[config.mk]
export PLATFORM = sky130hd
export DESIGN_NAME = keyboard_matrix_scanner_core_flat
export DESIGN_NICKNAME = d
export VERILOG_FILES = /design/src/rtl/kms_pkg.sv /design/src/rtl/kms_if.sv /design/src/rtl/kms_front.sv /design/src/rtl/kms_queue.sv /design/src/rtl/kms_back.sv /design/src/rtl/keyboard_matrix_scanner_core.sv /design/src/flat_wrapper.sv
export SDC_FILE = /design/constraint.sdc
export NUM_CORES = 1
export LEC_CHECK = 0
export BUFFER_PORTS_ARGS = -buffer_cell sky130_fd_sc_hd__clkbuf_2
export CORE_ASPECT_RATIO = 0.9
export CORE_MARGIN = 1
export CORE_UTILIZATION = 60
export DETAILED_ROUTE_END_ITERATION = 7
export PLACE_DENSITY_LB_ADDON = 0.3
export SYNTH_ARGS = -nofsm -noshare
export SYNTH_HDL_FRONTEND = slang
export SYNTH_SLANG_ARGS = --single-unit
[constraint.sdc]
create_clock -name clk_i -period 8.7 [get_ports clk_i]
set_input_delay 1.74 -clock clk_i [delete_from_list [all_inputs] [get_ports clk_i]]
set_output_delay 1.74 -clock clk_i [all_outputs]
set_load 0.01 [all_outputs]
[src/rtl/kms_pkg.sv]
// Shared types, constants and decode functions for the keyboard matrix scanner.
// Used by the interfaces and all kms_* modules; depends on nothing.
package kms_pkg;

  // Field widths
  localparam int unsigned SenseW = 8;
  localparam int unsigned DriveW = 8;
  localparam int unsigned CodeW  = 7;
  localparam int unsigned TickW  = 16;
  localparam int unsigned IdxW   = 2;
  localparam int unsigned LineW  = 3;

  // Register indexes
  localparam logic [IdxW-1:0] RegSettle   = 2'd0;
  localparam logic [IdxW-1:0] RegDebounce = 2'd1;
  localparam logic [IdxW-1:0] RegHold     = 2'd2;

  // Register reset values
  localparam logic [TickW-1:0] SettleRst   = 16'd1;
  localparam logic [TickW-1:0] DebounceRst = 16'd10;
  localparam logic [TickW-1:0] HoldRst     = 16'd240;

  // Shift key position and fixed drive patterns
  localparam logic [SenseW-1:0] ShiftSense = 8'h02;
  localparam logic [DriveW-1:0] ShiftDrive = 8'h80;
  localparam logic [DriveW-1:0] DriveAll   = 8'h00;
  localparam logic [DriveW-1:0] DriveHold  = 8'h7F;
  localparam logic [LineW-1:0]  LastLine   = 3'd7;

  typedef enum logic [1:0] {
    PH_ALL,
    PH_DEB,
    PH_SCAN,
    PH_HOLD
  } phase_e;

  // One classified tick as queued between front and back
  typedef struct packed {
    logic [SenseW-1:0] active;
    logic              any;
  } tick_t;

  // Queue status toward the front
  typedef struct packed {
    logic full;
    logic empty;
  } q_stat_t;

  // Character tables, one row per sense line, leftmost character is drive line 0
  localparam logic [63:0] PlainRows [8] = '{
    ".\n......",
    "3WA4ZSE.",
    "5RD6CFTX",
    "7YG8BHUV",
    "9IJ0MKON",
    "+PL-.:@,",
    "#*;..=|/",
    "1<.2 .Q."
  };

  localparam logic [63:0] ShiftRows [8] = '{
    ".\n......",
    "#WA$ZSE.",
    "%RD&CFTX",
    "'YG(BHUV",
    ")IJ0MKON",
    "+PL->[@<",
    "#*]..=|?",
    "!<.\" .Q."
  };

  // Index of the lowest set bit, zero for an empty mask
  function automatic logic [LineW-1:0] low_index(input logic [7:0] v);
    logic [LineW-1:0] idx;
    idx = '0;
    for (int i = 7; i >= 0; i--) begin
      if (v[i]) begin
        idx = LineW'(i);
      end
    end
    return idx;
  endfunction

  // Look up a character in the plain or shifted table
  function automatic logic [CodeW-1:0] rom_char(input logic shifted,
                                                input logic [LineW-1:0] row,
                                                input logic [LineW-1:0] col);
    logic [63:0] line;
    logic [7:0]  ch;
    line = shifted ? ShiftRows[row] : PlainRows[row];
    ch   = line[8*(7-int'(col)) +: 8];
    return ch[CodeW-1:0];
  endfunction

endpackage

[src/rtl/kms_if.sv]
// Handshake channel interfaces for the keyboard matrix scanner: tick input,
// result output and register write. Depends on kms_pkg.
interface kms_in_if;
  logic                       valid;
  logic                       ready;
  logic [kms_pkg::SenseW-1:0] sense_lines;
  modport source (output valid, output sense_lines, input ready);
  modport sink   (input valid, input sense_lines, output ready);
endinterface

interface kms_out_if;
  logic                       valid;
  logic                       ready;
  logic [kms_pkg::DriveW-1:0] drive_lines;
  logic                       key_valid;
  logic [kms_pkg::CodeW-1:0]  key_code;
  modport source (output valid, output drive_lines, output key_valid, output key_code,
                  input ready);
  modport sink   (input valid, input drive_lines, input key_valid, input key_code,
                  output ready);
endinterface

interface kms_cfg_if;
  logic                      valid;
  logic                      ready;
  logic [kms_pkg::IdxW-1:0]  index;
  logic [kms_pkg::TickW-1:0] data;
  modport source (output valid, output index, output data, input ready);
  modport sink   (input valid, input index, input data, output ready);
endinterface

[src/rtl/kms_front.sv]
// Front end: accepts tick words and classifies the sense pins into an active mask.
// Depends on kms_pkg and kms_if.
module kms_front (
  kms_in_if.sink           in_ch,
  input  kms_pkg::q_stat_t q_stat_i,
  output logic             push_o,
  output kms_pkg::tick_t   item_o
);

  // Accept while the queue has room
  assign in_ch.ready = ~q_stat_i.full;
  assign push_o      = in_ch.valid & ~q_stat_i.full;

  // Contact pulls a line low: invert and flag any contact
  assign item_o.active = ~in_ch.sense_lines;
  assign item_o.any    = |(~in_ch.sense_lines);

endmodule

[src/rtl/kms_queue.sv]
// Two-entry queue of classified ticks between front and back.
// Depends on kms_pkg.
module kms_queue (
  input  logic             clk_i,
  input  logic             rst_ni,
  input  logic             push_i,
  input  kms_pkg::tick_t   item_i,
  input  logic             pop_i,
  output kms_pkg::tick_t   head_o,
  output kms_pkg::q_stat_t stat_o
);

  kms_pkg::tick_t mem_q [2];
  logic       wr_ptr_q, wr_ptr_d;
  logic       rd_ptr_q, rd_ptr_d;
  logic [1:0] cnt_q, cnt_d;
  logic       do_pop;

  assign stat_o.full  = (cnt_q == 2'd2);
  assign stat_o.empty = (cnt_q == 2'd0);
  assign head_o       = mem_q[rd_ptr_q];
  assign do_pop       = pop_i & ~stat_o.empty;

  // Advance pointers and count
  always_comb begin
    wr_ptr_d = wr_ptr_q ^ push_i;
    rd_ptr_d = rd_ptr_q ^ do_pop;
    cnt_d    = cnt_q + {1'b0, push_i} - {1'b0, do_pop};
  end

  always_ff @(posedge clk_i or negedge rst_ni) begin
    if (!rst_ni) begin
      wr_ptr_q <= 1'b0;
      rd_ptr_q <= 1'b0;
      cnt_q    <= 2'd0;
    end else begin
      wr_ptr_q <= wr_ptr_d;
      rd_ptr_q <= rd_ptr_d;
      cnt_q    <= cnt_d;
    end
  end

  // Store the pushed word
  always_ff @(posedge clk_i) begin
    if (push_i) begin
      mem_q[wr_ptr_q] <= item_i;
    end
  end

endmodule

[src/rtl/kms_back.sv]
// Back end: scan sequencer, timing registers, decode and output register.
// Depends on kms_pkg and kms_if.
module kms_back (
  input  logic             clk_i,
  input  logic             rst_ni,
  kms_cfg_if.sink          cfg_ch,
  input  logic             q_valid_i,
  input  kms_pkg::tick_t   head_i,
  output logic             pop_o,
  kms_out_if.source        out_ch
);

  localparam int unsigned TickW = kms_pkg::TickW;

  kms_pkg::phase_e phase_q, phase_d;
  logic [TickW-1:0]           settle_q, debounce_q, hold_q;
  logic [TickW-1:0]           wait_q, wait_d, lim;
  logic [kms_pkg::LineW-1:0]  line_q, line_d;
  logic [kms_pkg::SenseW-1:0] sense_q, sense_d, s_eff;
  logic [kms_pkg::DriveW-1:0] drive_q, drive_d, d_eff, pat_d;
  logic                       done, shift_hit, exact, emit;
  logic [kms_pkg::CodeW-1:0]  code_d;
  logic                       out_valid_q;
  logic [kms_pkg::DriveW-1:0] out_drive_q;
  logic                       out_key_q;
  logic [kms_pkg::CodeW-1:0]  out_code_q;

  // Register writes, indexes beyond the list are dropped
  assign cfg_ch.ready = 1'b1;

  always_ff @(posedge clk_i or negedge rst_ni) begin
    if (!rst_ni) begin
      settle_q   <= kms_pkg::SettleRst;
      debounce_q <= kms_pkg::DebounceRst;
      hold_q     <= kms_pkg::HoldRst;
    end else if (cfg_ch.valid) begin
      case (cfg_ch.index)
        kms_pkg::RegSettle:   settle_q   <= cfg_ch.data;
        kms_pkg::RegDebounce: debounce_q <= cfg_ch.data;
        kms_pkg::RegHold:     hold_q     <= cfg_ch.data;
        default: ;
      endcase
    end
  end

  // Step one tick when a word is queued and the output register is free
  assign pop_o = q_valid_i & (~out_valid_q | out_ch.ready);

  // Wait limit of the current phase; a zero limit ends on the first tick
  always_comb begin
    case (phase_q)
      kms_pkg::PH_DEB:  lim = debounce_q;
      kms_pkg::PH_HOLD: lim = hold_q;
      default:          lim = settle_q;
    endcase
    done = ({1'b0, wait_q} + 17'd1) >= {1'b0, lim};
  end

  // Shift handling and table lookup from the held masks
  always_comb begin
    shift_hit = sense_q[1] & drive_q[7];
    exact     = (sense_q == kms_pkg::ShiftSense) & (drive_q == kms_pkg::ShiftDrive);
    emit      = ~(shift_hit & exact);
    s_eff     = (shift_hit && sense_q != kms_pkg::ShiftSense) ?
                (sense_q & ~kms_pkg::ShiftSense) : sense_q;
    d_eff     = (shift_hit && drive_q != kms_pkg::ShiftDrive) ?
                (drive_q & ~kms_pkg::ShiftDrive) : drive_q;
    code_d    = kms_pkg::rom_char(shift_hit, kms_pkg::low_index(s_eff),
                                  kms_pkg::low_index(d_eff));
  end

  // Next state of the scan sequencer
  always_comb begin
    phase_d = phase_q;
    wait_d  = wait_q + 16'd1;
    line_d  = line_q;
    sense_d = sense_q;
    drive_d = drive_q;
    case (phase_q)
      kms_pkg::PH_ALL: begin
        if (done) begin
          wait_d = '0;
          if (head_i.any) begin
            sense_d = head_i.active;
            phase_d = kms_pkg::PH_DEB;
          end
        end
      end
      kms_pkg::PH_DEB: begin
        if (done) begin
          wait_d = '0;
          if (head_i.active == sense_q) begin
            line_d  = '0;
            drive_d = '0;
            phase_d = kms_pkg::PH_SCAN;
          end else begin
            phase_d = kms_pkg::PH_ALL;
          end
        end
      end
      kms_pkg::PH_SCAN: begin
        if (done) begin
          wait_d = '0;
          if (head_i.any) begin
            drive_d = drive_q | (kms_pkg::DriveW'(1) << line_q);
          end
          if (line_q == kms_pkg::LastLine) begin
            phase_d = kms_pkg::PH_HOLD;
          end else begin
            line_d = line_q + 3'd1;
          end
        end
      end
      kms_pkg::PH_HOLD: begin
        if (done) begin
          wait_d  = '0;
          phase_d = kms_pkg::PH_ALL;
        end
      end
      default: begin
        wait_d  = '0;
        phase_d = kms_pkg::PH_ALL;
      end
    endcase

    // Drive pattern applied after this tick
    case (phase_d)
      kms_pkg::PH_SCAN: pat_d = ~(kms_pkg::DriveW'(1) << line_d);
      kms_pkg::PH_HOLD: pat_d = kms_pkg::DriveHold;
      default:          pat_d = kms_pkg::DriveAll;
    endcase
  end

  // Hold sequencer state
  always_ff @(posedge clk_i or negedge rst_ni) begin
    if (!rst_ni) begin
      phase_q <= kms_pkg::PH_ALL;
      wait_q  <= '0;
      line_q  <= '0;
      sense_q <= '0;
      drive_q <= '0;
    end else if (pop_o) begin
      phase_q <= phase_d;
      wait_q  <= wait_d;
      line_q  <= line_d;
      sense_q <= sense_d;
      drive_q <= drive_d;
    end
  end

  // Output register: load on a step, drop when taken
  always_ff @(posedge clk_i or negedge rst_ni) begin
    if (!rst_ni) begin
      out_valid_q <= 1'b0;
    end else if (pop_o) begin
      out_valid_q <= 1'b1;
    end else if (out_ch.ready) begin
      out_valid_q <= 1'b0;
    end
  end

  always_ff @(posedge clk_i) begin
    if (pop_o) begin
      out_drive_q <= pat_d;
      out_key_q   <= (phase_q == kms_pkg::PH_HOLD) & done & emit;
      out_code_q  <= ((phase_q == kms_pkg::PH_HOLD) & done & emit) ? code_d : '0;
    end
  end

  assign out_ch.valid       = out_valid_q;
  assign out_ch.drive_lines = out_drive_q;
  assign out_ch.key_valid   = out_key_q;
  assign out_ch.key_code    = out_code_q;

endmodule

[src/rtl/keyboard_matrix_scanner_core.sv]
// Top level of the keyboard matrix scanner: front, queue and back end.
// Depends on kms_pkg, kms_if, kms_front, kms_queue and kms_back.
//
// Usage:
//   in_ch  carries one word per timer tick: the eight raw sense pins.
//   out_ch returns one word per tick: the drive pattern to apply next,
//          key_valid and key_code (zero unless a character is emitted).
//   cfg_ch writes the timing registers: index 0 settle, 1 debounce,
//          2 hold, in ticks; other indexes are ignored. Write only while
//          no tick is in flight.
// Throughput: one tick per cycle while out_ch is ready; the sequencer takes one step
//   per cycle from the two-entry queue and holds while the output register waits.
// Path: an accepted tick is written into a queue entry, then the sequencer steps
//   it into the output register, which holds its result.
// Reset: the queue and output register empty, timing registers return to
//   1, 10 and 240, the sequencer starts in the all-low settle phase.
// Stall: while out_ch is not ready the result holds; the queue absorbs up
//   to two more ticks before in_ch drops ready.
module keyboard_matrix_scanner_core (
  input  logic      clk_i,
  input  logic      rst_ni,
  kms_in_if.sink    in_ch,
  kms_out_if.source out_ch,
  kms_cfg_if.sink   cfg_ch
);

  kms_pkg::tick_t   push_item, head;
  kms_pkg::q_stat_t q_stat;
  logic             push, pop;

  kms_front u_front (
    .in_ch    (in_ch),
    .q_stat_i (q_stat),
    .push_o   (push),
    .item_o   (push_item)
  );

  kms_queue u_queue (
    .clk_i  (clk_i),
    .rst_ni (rst_ni),
    .push_i (push),
    .item_i (push_item),
    .pop_i  (pop),
    .head_o (head),
    .stat_o (q_stat)
  );

  kms_back u_back (
    .clk_i     (clk_i),
    .rst_ni    (rst_ni),
    .cfg_ch    (cfg_ch),
    .q_valid_i (~q_stat.empty),
    .head_i    (head),
    .pop_o     (pop),
    .out_ch    (out_ch)
  );

  // An accepted tick is queued on the next cycle
  a_accept_queued: assert property (@(posedge clk_i) disable iff (!rst_ni)
    (in_ch.valid && in_ch.ready) |=> !q_stat.empty)
    else $error("accepted tick missing from queue");

  // No result word without a queued tick to produce it
  a_pop_needs_item: assert property (@(posedge clk_i) disable iff (!rst_ni)
    pop |-> !q_stat.empty)
    else $error("sequencer stepped on an empty queue");

  // A character comes only as the scan restarts with all lines low
  a_key_all_low: assert property (@(posedge clk_i) disable iff (!rst_ni)
    (out_ch.valid && out_ch.key_valid) |-> (out_ch.drive_lines == kms_pkg::DriveAll))
    else $error("character emitted outside the all-low phase");

  // Without a character the code reads zero
  a_code_zero: assert property (@(posedge clk_i) disable iff (!rst_ni)
    (out_ch.valid && !out_ch.key_valid) |-> (out_ch.key_code == '0))
    else $error("key code set without key_valid");

endmodule

[src/flat_wrapper.sv]
// flat-port wrapper written by rule: the top's interface ports become plain ports
module keyboard_matrix_scanner_core_flat 
  (clk_i, rst_ni, in_ch_valid, in_ch_sense_lines, in_ch_ready, out_ch_valid, out_ch_drive_lines, out_ch_key_valid, out_ch_key_code, out_ch_ready, cfg_ch_valid, cfg_ch_index, cfg_ch_data, cfg_ch_ready);
  kms_in_if in_ch_i ();
  kms_out_if out_ch_i ();
  kms_cfg_if cfg_ch_i ();
  input  logic clk_i;
  input  logic rst_ni;
  input wire logic [$bits(in_ch_i.valid)-1:0] in_ch_valid;
  input wire logic [$bits(in_ch_i.sense_lines)-1:0] in_ch_sense_lines;
  output wire logic [$bits(in_ch_i.ready)-1:0] in_ch_ready;
  output wire logic [$bits(out_ch_i.valid)-1:0] out_ch_valid;
  output wire logic [$bits(out_ch_i.drive_lines)-1:0] out_ch_drive_lines;
  output wire logic [$bits(out_ch_i.key_valid)-1:0] out_ch_key_valid;
  output wire logic [$bits(out_ch_i.key_code)-1:0] out_ch_key_code;
  input wire logic [$bits(out_ch_i.ready)-1:0] out_ch_ready;
  input wire logic [$bits(cfg_ch_i.valid)-1:0] cfg_ch_valid;
  input wire logic [$bits(cfg_ch_i.index)-1:0] cfg_ch_index;
  input wire logic [$bits(cfg_ch_i.data)-1:0] cfg_ch_data;
  output wire logic [$bits(cfg_ch_i.ready)-1:0] cfg_ch_ready;
  assign in_ch_i.valid = in_ch_valid;
  assign in_ch_i.sense_lines = in_ch_sense_lines;
  assign in_ch_ready = in_ch_i.ready;
  assign out_ch_valid = out_ch_i.valid;
  assign out_ch_drive_lines = out_ch_i.drive_lines;
  assign out_ch_key_valid = out_ch_i.key_valid;
  assign out_ch_key_code = out_ch_i.key_code;
  assign out_ch_i.ready = out_ch_ready;
  assign cfg_ch_i.valid = cfg_ch_valid;
  assign cfg_ch_i.index = cfg_ch_index;
  assign cfg_ch_i.data = cfg_ch_data;
  assign cfg_ch_ready = cfg_ch_i.ready;
  keyboard_matrix_scanner_core u_core (.clk_i(clk_i), .rst_ni(rst_ni), .in_ch(in_ch_i), .out_ch(out_ch_i), .cfg_ch(cfg_ch_i));
endmodule
==> out/metrics.yaml <==
r2r_cells: 12
place_congestion: 0.909
grt_overflow: 0
power.density_nw_per_um2: 350
hold_buffers: 0
netlist_area_um2: 7390
total_power_w: 0.00288
viasPerCell: 6.39
worst_slew_pin_slew_ns: 1.15
cts.sinks: 124
crit_path_cell_trace: "inv_1 -> ha_1 -> nor2_1 -> a21oi_1 -> ha_1 -> nand4_1 -> a211oi_2 -> a2111oi_4 -> o21ai_2 -> a21oi_1 -> a211oi_2 -> a41oi_1"
n_fill_cell: 884
ys_seq_elements: 124
crit_required_ns: 8.84
max_freq_mhz: 201
arrival_ns: 5.10
slowest_stage: "nor2_1"
grt_pass1_wl_um: 28700
crit_fanout: 21
track_usage: 0.289
synth_flop_cell: "dfrtp_1"
final_layout_size_suffix_gt1_frac: 0.209
slowest_delay_ns: 0.99
hpwl_um: 11500
yosysTopAreaCell: "dfrtp_1"
drt_wl_total_um: 17300
tns_ns: 0
cts_resized: 0
drv_cap: 0
fp.dieW_um: 119
antenna_found_initial: 0
cts_setup_buffers: 0
cts_buffers: 17
grt_start_max_net_pins: 91
n_antenna_cell: 0
synth_fp_nets: 790
portBuffers: 48
p_leak_nw: 3.49
insertion_delay_ns: 0.42
yosysWarnings: 0
cts.path.max_buffers: 2
ir_worst_vdd_v: 0.000221
hold_path.class: "reg2reg"
worstSetupStartpointType: "flop"
finalHoldViolCount: 0
root_buffer: "clkbuf_16"
synthCells: 719
ys_seq_area_frac: 0.444
ant_nets: 0
yosys-top-cells-area: "dfrtp_1, edfxtp_1, mux2_2, ha_1, nand2_1"
finalClockSkew_ns: 0.00607
setup_viol: 0
end_kind: "flop"
min_period_over_period: 0.571
ios: 50
num-nets-final: 818
avgRoutedWirePerCell_um: 18.8
cts_tree: "done"
min_period_ns: 4.96
slew_headroom: 0.236
vias: 5879
yosysTopAreaCellShare: 0.281
hold_depth: 2
drtIter0Drc: 554
area_growth_pct: 11.4
synth-async-reset-ratio: 0.726
first_pass_iters: 5
grt_pass1_vias: 5738
dieArea_um2: 12800
cts-htree-levels: 4
clk_pin_slew_worst_paths_ns: 0.06
status: "complete, no violations"
synth-edff-count: 34
ys_types: 84
initial_core_util: 0.614
core_area_um2: 12000
drv_slew: 0
drcViolationCount: 0
synth.avg_cell_area_um2: 10.3
die_h_um: 107
crit_type: "reg2reg"
rsz0062_at_grt: "no"
num_rows: 38
[cells by family (layout without fill, tap and decap cells)]
| logic type | Yosys count | after routing | synth area share |
|---|---|---|---|
| and+or+nand+nor | 193 | 193 | 0.127 |
| buffers and inverters | 73 | 114 | 0.0415 |
| xor gates and xnor gates | 27 | 27 | 0.0320 |
| adders and majority gates | 40 | 40 | 0.0677 |
| DFF | 124 | 124 | 0.444 |
| muxes | 61 | 61 | 0.0907 |
| other | 1 | 1 | 0.000507 |
| AOI/OAI and AO/OA | 200 | 200 | 0.196 |
[cells in the mapped netlist, drive strengths merged, types with 5 or more instances]
cell / count
o21ai: 40
mux2: 48
nor3: 8
clkbuf: 21
o31ai: 7
mux2i: 13
a211oi: 10
inv: 31
o41ai: 5
o211ai: 9
dfrtp: 83
o311ai: 5
nand4: 9
and2: 7
edfxtp: 34
nand3: 25
a21oi: 45
xnor2: 16
buf: 21
nor2: 53
a31oi: 13
xor2: 11
ha: 40
nand2: 58
and3: 9
dfstp: 7
nand2b: 6
a22o: 17
[routing by layer]
layer / up-vias / routed length [um] / GRT usage
li1: 2726 / - / -
met5: - / 0 / 0
met1: 2862 / 7730 / 0.385
met4: 0 / 302 / 0.118
met3: 29 / 1240 / 0.0636
met2: 262 / 8050 / 0.461
[stage by stage]
stage	area [um^2]	cells	hold slack [ns]	setup WS, ns	util
after detailed placement	7670	888	0.495	3.91	0.638
after global routing	8230	920	0.522	3.39	0.684
after floorplan	7390	719	0.472	4.99	-
after global placement	7670	888	0.487	4.14	0.638
final	8230	920	0.505	3.74	0.684
after CTS	8230	920	0.508	3.83	0.684
[state kept, by name, summed over array words and instances, names as in the netlist]
name and cells:
u_core.u_queue.mem_q 18, u_core.u_back.debounce_q 16, u_core.u_back.hold_q 16, u_core.u_back.settle_q 16
u_core.u_back.wait_q 16, u_core.u_back.drive_q 8, u_core.u_back.out_ch.drive_lines 8, u_core.u_back.sense_q 8
u_core.u_back.out_ch.key_code 7, u_core.u_back.line_q 3, u_core.u_back.phase_q 2, u_core.u_queue.cnt_q 2
u_core.u_back.out_ch.key_valid 1, u_core.u_back.out_ch.valid 1, u_core.u_queue.rd_ptr_q 1, u_core.u_queue.wr_ptr_q 1
[critical path: cells and delay by family (launching register included)]
family,cells,cell delay (ns)
compound gates,7,2.02
simple gates,2,1.20
flops,1,0.45
buf+inv,1,0.10
fa+ha+maj,2,0.88
[layout by cell type (no fill, tap or decap), types with 16 or more instances in the layout]
cell	count
inv_1	30
nor2_1	52
nand2_1	58
mux2_2	48
clkbuf_16	17
o21ai_0	34
ha_1	40
edfxtp_1	34
xnor2_1	16
a21oi_1	42
a22o_1	17
clkbuf_2	47
dfrtp_1	83
nand3_1	24
[worst paths after layout]
path                                            startpoint                                   to  slack, ns
worst max-delay path              u_core.u_back.phase_q[1]  u_core.u_back.out_ch.drive_lines[6]       3.74
worst min-delay path            u_core.u_back.out_ch.valid           u_core.u_back.out_ch.valid       0.51
worst max register to register    u_core.u_back.phase_q[1]  u_core.u_back.out_ch.drive_lines[6]       3.74
worst min register to register  u_core.u_back.out_ch.valid           u_core.u_back.out_ch.valid       0.51
max in group asynchronous                           rst_ni             u_core.u_back.drive_q[0]       6.42
min in group asynchronous                           rst_ni             u_core.u_back.phase_q[1]       1.53
[area by class of cell]
type	count	area, um^2	area share
inverters	31	116	0.0141
multi-input cells	522	3810	0.463
flip-flops and latches	124	3280	0.399
clock buffers	20	437	0.0530
repair buffers	51	265	0.0322
clock inverters	12	124	0.0150
well taps	160	200	0.0243
[report_power, final]
group	switching (W)	internal, W	total (W)
Combinational	0.000845	0.000500	0.00135
Sequential	0.000104	0.000758	0.000862
Clock	0.000252	0.000418	0.000670
No activity file was read; power rests on OpenSTA's default activity.
